==> config.mk <==
export PLATFORM = sky130hd
export DESIGN_NAME = bis_ctrl
export DESIGN_NICKNAME = d
export VERILOG_FILES = /design/src/hdl/bis_pkg.sv /design/src/hdl/bis_ctrl.sv
export SDC_FILE = /design/constraint.sdc
export NUM_CORES = 1
export LEC_CHECK = 0
export ABC_CLOCK_PERIOD_IN_PS = 3000
export BUFFER_PORTS_ARGS = -buffer_cell sky130_fd_sc_hd__buf_2
export CORE_AREA = 2 2 39 41
export DETAILED_ROUTE_END_ITERATION = 6
export DIE_AREA = 0 0 41 43
export PLACE_DENSITY_LB_ADDON = 0.05
export REMOVE_ABC_BUFFERS = 1
export SLEW_MARGIN = 5
export SYNTH_ARGS = -nofsm -noshare
export SYNTH_HDL_FRONTEND = slang
export SYNTH_SLANG_ARGS = --single-unit
==> constraint.sdc <==
create_clock -name i_clk -period 3 [get_ports i_clk]
set_clock_uncertainty 0.2 [all_clocks]
set_input_delay 0.3 -clock i_clk [delete_from_list [all_inputs] [get_ports i_clk]]
set_output_delay 0.3 -clock i_clk [all_outputs]
set_load 0.03 [all_outputs]
==> src/hdl/bis_pkg.sv <==
// Shared types and constants of the bilinear image scaler.
// Used by the controller, the datapath and the top level; depends on nothing.
package bis_pkg;

    localparam int SRC_HEIGHT = 256;
    localparam int SRC_WIDTH  = 256;
    localparam int FRAC_BITS  = 12;

    localparam int COORD_W  = 12;
    localparam int PIX_W    = 8;
    localparam int SCALE_W  = 16;
    localparam int DEPTH    = SRC_HEIGHT * SRC_WIDTH;
    localparam int ROW_W    = $clog2(SRC_HEIGHT);
    localparam int COL_W    = $clog2(SRC_WIDTH);
    localparam int ADDR_W   = $clog2(DEPTH);
    localparam int POS_W    = COORD_W + SCALE_W;
    localparam int IPOS_W   = POS_W - FRAC_BITS;

    localparam logic [SCALE_W-1:0] SCALE_RESET = SCALE_W'(2048);

    localparam logic REQ_LOAD   = 1'b0;
    localparam logic REQ_SAMPLE = 1'b1;

    typedef enum logic [3:0] {
        S_IDLE,
        S_MAP,
        S_AXIS,
        S_RD0,
        S_RD1,
        S_RD2,
        S_RD3,
        S_BLEND_BOT,
        S_BLEND_OUT
    } t_state;

    typedef enum logic [1:0] {
        RD_00,
        RD_01,
        RD_10,
        RD_11
    } t_rd_sel;

    typedef struct packed {
        logic    load_wr;
        logic    capture;
        logic    map;
        logic    axis;
        logic    rd_en;
        t_rd_sel rd_sel;
        logic    cap_p0;
        logic    calc_top;
        logic    calc_bot;
        logic    calc_out;
    } t_dp_cmd;

endpackage

==> src/hdl/bis_ctrl.sv <==
// Sequencing state machine of the bilinear image scaler.
// Depends on bis_pkg; drives the datapath through a command struct.
module bis_ctrl (
    input  logic             i_clk,
    input  logic             i_rst_n,
    input  logic             i_start,
    input  logic             i_req_type,
    output logic             o_busy,
    output bis_pkg::t_dp_cmd o_cmd
);

    bis_pkg::t_state r_state;
    bis_pkg::t_state n_state;

    always_ff @(posedge i_clk) begin
        if (!i_rst_n) begin
            r_state <= bis_pkg::S_IDLE;
        end else begin
            r_state <= n_state;
        end
    end

    always_comb begin
        n_state      = r_state;
        o_cmd        = '0;
        o_cmd.rd_sel = bis_pkg::RD_00;
        unique case (r_state)
            bis_pkg::S_IDLE: begin
                if (i_start) begin
                    if (i_req_type == bis_pkg::REQ_SAMPLE) begin
                        o_cmd.capture = 1'b1;
                        n_state       = bis_pkg::S_MAP;
                    end else begin
                        o_cmd.load_wr = 1'b1;
                    end
                end
            end
            bis_pkg::S_MAP: begin
                o_cmd.map = 1'b1;
                n_state   = bis_pkg::S_AXIS;
            end
            bis_pkg::S_AXIS: begin
                o_cmd.axis = 1'b1;
                n_state    = bis_pkg::S_RD0;
            end
            bis_pkg::S_RD0: begin
                o_cmd.rd_en  = 1'b1;
                o_cmd.rd_sel = bis_pkg::RD_00;
                n_state      = bis_pkg::S_RD1;
            end
            bis_pkg::S_RD1: begin
                o_cmd.rd_en  = 1'b1;
                o_cmd.rd_sel = bis_pkg::RD_01;
                o_cmd.cap_p0 = 1'b1;
                n_state      = bis_pkg::S_RD2;
            end
            bis_pkg::S_RD2: begin
                o_cmd.rd_en    = 1'b1;
                o_cmd.rd_sel   = bis_pkg::RD_10;
                o_cmd.calc_top = 1'b1;
                n_state        = bis_pkg::S_RD3;
            end
            bis_pkg::S_RD3: begin
                o_cmd.rd_en  = 1'b1;
                o_cmd.rd_sel = bis_pkg::RD_11;
                o_cmd.cap_p0 = 1'b1;
                n_state      = bis_pkg::S_BLEND_BOT;
            end
            bis_pkg::S_BLEND_BOT: begin
                o_cmd.calc_bot = 1'b1;
                n_state        = bis_pkg::S_BLEND_OUT;
            end
            bis_pkg::S_BLEND_OUT: begin
                o_cmd.calc_out = 1'b1;
                n_state        = bis_pkg::S_IDLE;
            end
            default: begin
                n_state = bis_pkg::S_IDLE;
            end
        endcase
    end

    assign o_busy = (r_state != bis_pkg::S_IDLE);

endmodule

==> impl_metrics.toml <==
[route]
vias_per_cell = 4.31
routed_wl_um = 564
antenna_left = 0
post_drt_wl_per_cell_um = 9.10
first_pass_iters = 2
drc_errors = 0
vias = 267
drt-initial-drc-count = 5

[finish]
area_growth_pct = 39.8
final_nets = 52
layout_common_cells = "buf_2 (15), nor2_1 (5), dfxtp_1 (4), nor4b_1 (3), clkbuf_4 (3)"
num_antenna_cells = 0
fin_util_pct = 26.7
final_common_cell = "buf_2"
largest_reg_flops = 4
fillerInstances = 160
reg_top3 = "r_state (4)"
layout-drive-gt1-share_pct = 47.8
largest-register = "r_state"

[floorplan]
initial_utilization_pct = 19.1
core_mm2 = 0.00138
ios = 16
die_area_mm2 = 0.00176
die-width_um = 41
rows = 14
die_height_um = 43

[logic_synthesis]
yosys.area.top_type = "dfxtp_1"
avgSynthCellArea_um2 = 8.80
seq_area_frac_synth_pct = 30.3
ys_seq_elements = 4
synth.area.top_cells = "dfxtp_1 (30%), nor4b_1 (10%), nor4_4 (8.1%)"
synth_warnings = 0
synth.distinct_cells = 19
syn-cell-area_um2 = 264
synth_cells = 30
synth_top_area_share_pct = 30.3

[global_route]
grt-ovfl-total = 0
grt_pass1_vias = 219
antenna_found_initial = 0
grt_max_degree = 14
grt_usage_pct = 7.74
grt_pass1_wl_um = 862

[clock_tree]
htree_num_levels = 1
cts_setup_buffers = 0
clkTransAtPathRegs_ps = 40
cts_made_buffers = 3
clkSinkCount = 4
clock_path_buffers = 2
postCtsResizedCells = 0
root_buffer = "clkbuf_4"
tritoncts = "done"
clk_latency_ps = 230
cts_hold_buf = 0

[run]
cap_violations = 0

[worst_setup_path]
cp-end-kind = "output pin"
crit_arrival_ps = 1380
crit_buf_inv = 2
worstSetupPathType = "reg2out"
cpLargestDelayFamily = "flip-flops"
slowest_stage = "dfxtp_1"
crit_fanout = 13
cp.required_ps = 2500
cpPeakStageDelay_ps = 430
path_cells = "nor4_4 > inv_2 > nor3b_2 > buf_2"
crit_path_start_kind = "register"

[timing]
hold_viol_final = 0
finalCritPeriodShare_pct = 62.8
fin_tns_setup_ps = 0
min_period_ps = 1880
worstMarginPinSlew_ps = 439
report.final.setup_viol = 0
slew_headroom_pct = 70.7
drv_slew = 0
rsz0062_at_grt = "no"
fmax_mhz = 531

[power_and_ir_drop]
power.density_mw_per_mm2 = 679
p_leak_uw = 0.000185
peakVddDrop_mv = 0.296

[placement]
place_congestion = 0.622
io_buffers = 15
hpwl_um = 467

[hold_path]
hp-class = "in2reg"

[run_status]
status = "completed"
logic make-up after synthesis:
kind of cell | count (synthesis) | share of synthesized area [%]
xor gates and xnor gates | 1 | 3.32
and+or+nand+nor | 18 | 49.8
buffers and inverters | 3 | 6.16
DFF | 4 | 30.3
AOI/OAI and AO/OA | 4 | 10.4
Yosys cell counts, drive strengths merged:
library cell and count:
a21oi 2, xnor2 1, dfxtp 4, buf 2
nor3b 2, nor2 5, nor4b 3, and3 1
nor2b 1, and4 1, inv 1, nand2b 2
nor4 1, a21bo 1, nand3b 1, nand2 1
a211oi 1
per-stage QoR:
| step | hold WS (ps) | total power [uW] | std cells | instance area, um^2 | setup WS [ps] |
|---|---|---|---|---|---|
| 2_1_floorplan | 270 | 159 | 28 | 251 | 912 |
| 3_3_place_gp | 398 | 189 | 59 | 347 | 1350 |
| 3_5_place_dp | 391 | 187 | 59 | 347 | 1360 |
| 4_1_cts | 156 | 255 | 62 | 369 | 1100 |
| 5_1_grt | 181 | 268 | 62 | 369 | 975 |
| 6_report | 154 | 250 | 62 | 369 | 1120 |
layer usage:
metal | share of wire [%] | GRT usage, % | wire length (um)
met1 | 42 | 9.68 | 238
met2 | 42 | 9.06 | 237
met3 | 12 | 3.14 | 70
met4 | 3.0 | 8.00 | 17
met5 | 0 | 0 | 0
power by group:
part	internal [uW]	switching, uW
Sequential	60.8	21.7
Clock	44.6	20.6
Combinational	37.1	65.8
path summary, 6_finish.rpt:
| path | start | to | slack (ps) | cells past startpoint |
|---|---|---|---|---|
| worst max register to register | r_state[0]$_SDFFE_PN0P_ | r_state[0]$_SDFFE_PN0P_ | 1830 | 2 |
| worst min-delay path | i_rst_n | r_state[3]$_SDFFE_PN0P_ | 150 | 2 |
| worst max-delay path | r_state[0]$_SDFFE_PN0P_ | o_cmd[10] | 1120 | 4 |
| worst min register to register | r_state[1]$_SDFFE_PN0P_ | r_state[3]$_SDFFE_PN0P_ | 470 | 1 |
area by class of cell:
type / count / area [um^2] / share of cell area (%)
inverters: 1 / 3.75 / 1.02
multi-input cells: 23 / 168 / 45.4
well taps: 16 / 20.0 / 5.42
repair buffers: 15 / 75.1 / 20.3
clock buffers: 3 / 22.5 / 6.10
flip-flops and latches: 4 / 80.1 / 21.7
Note: power is estimated with default switching activity, not from simulation.
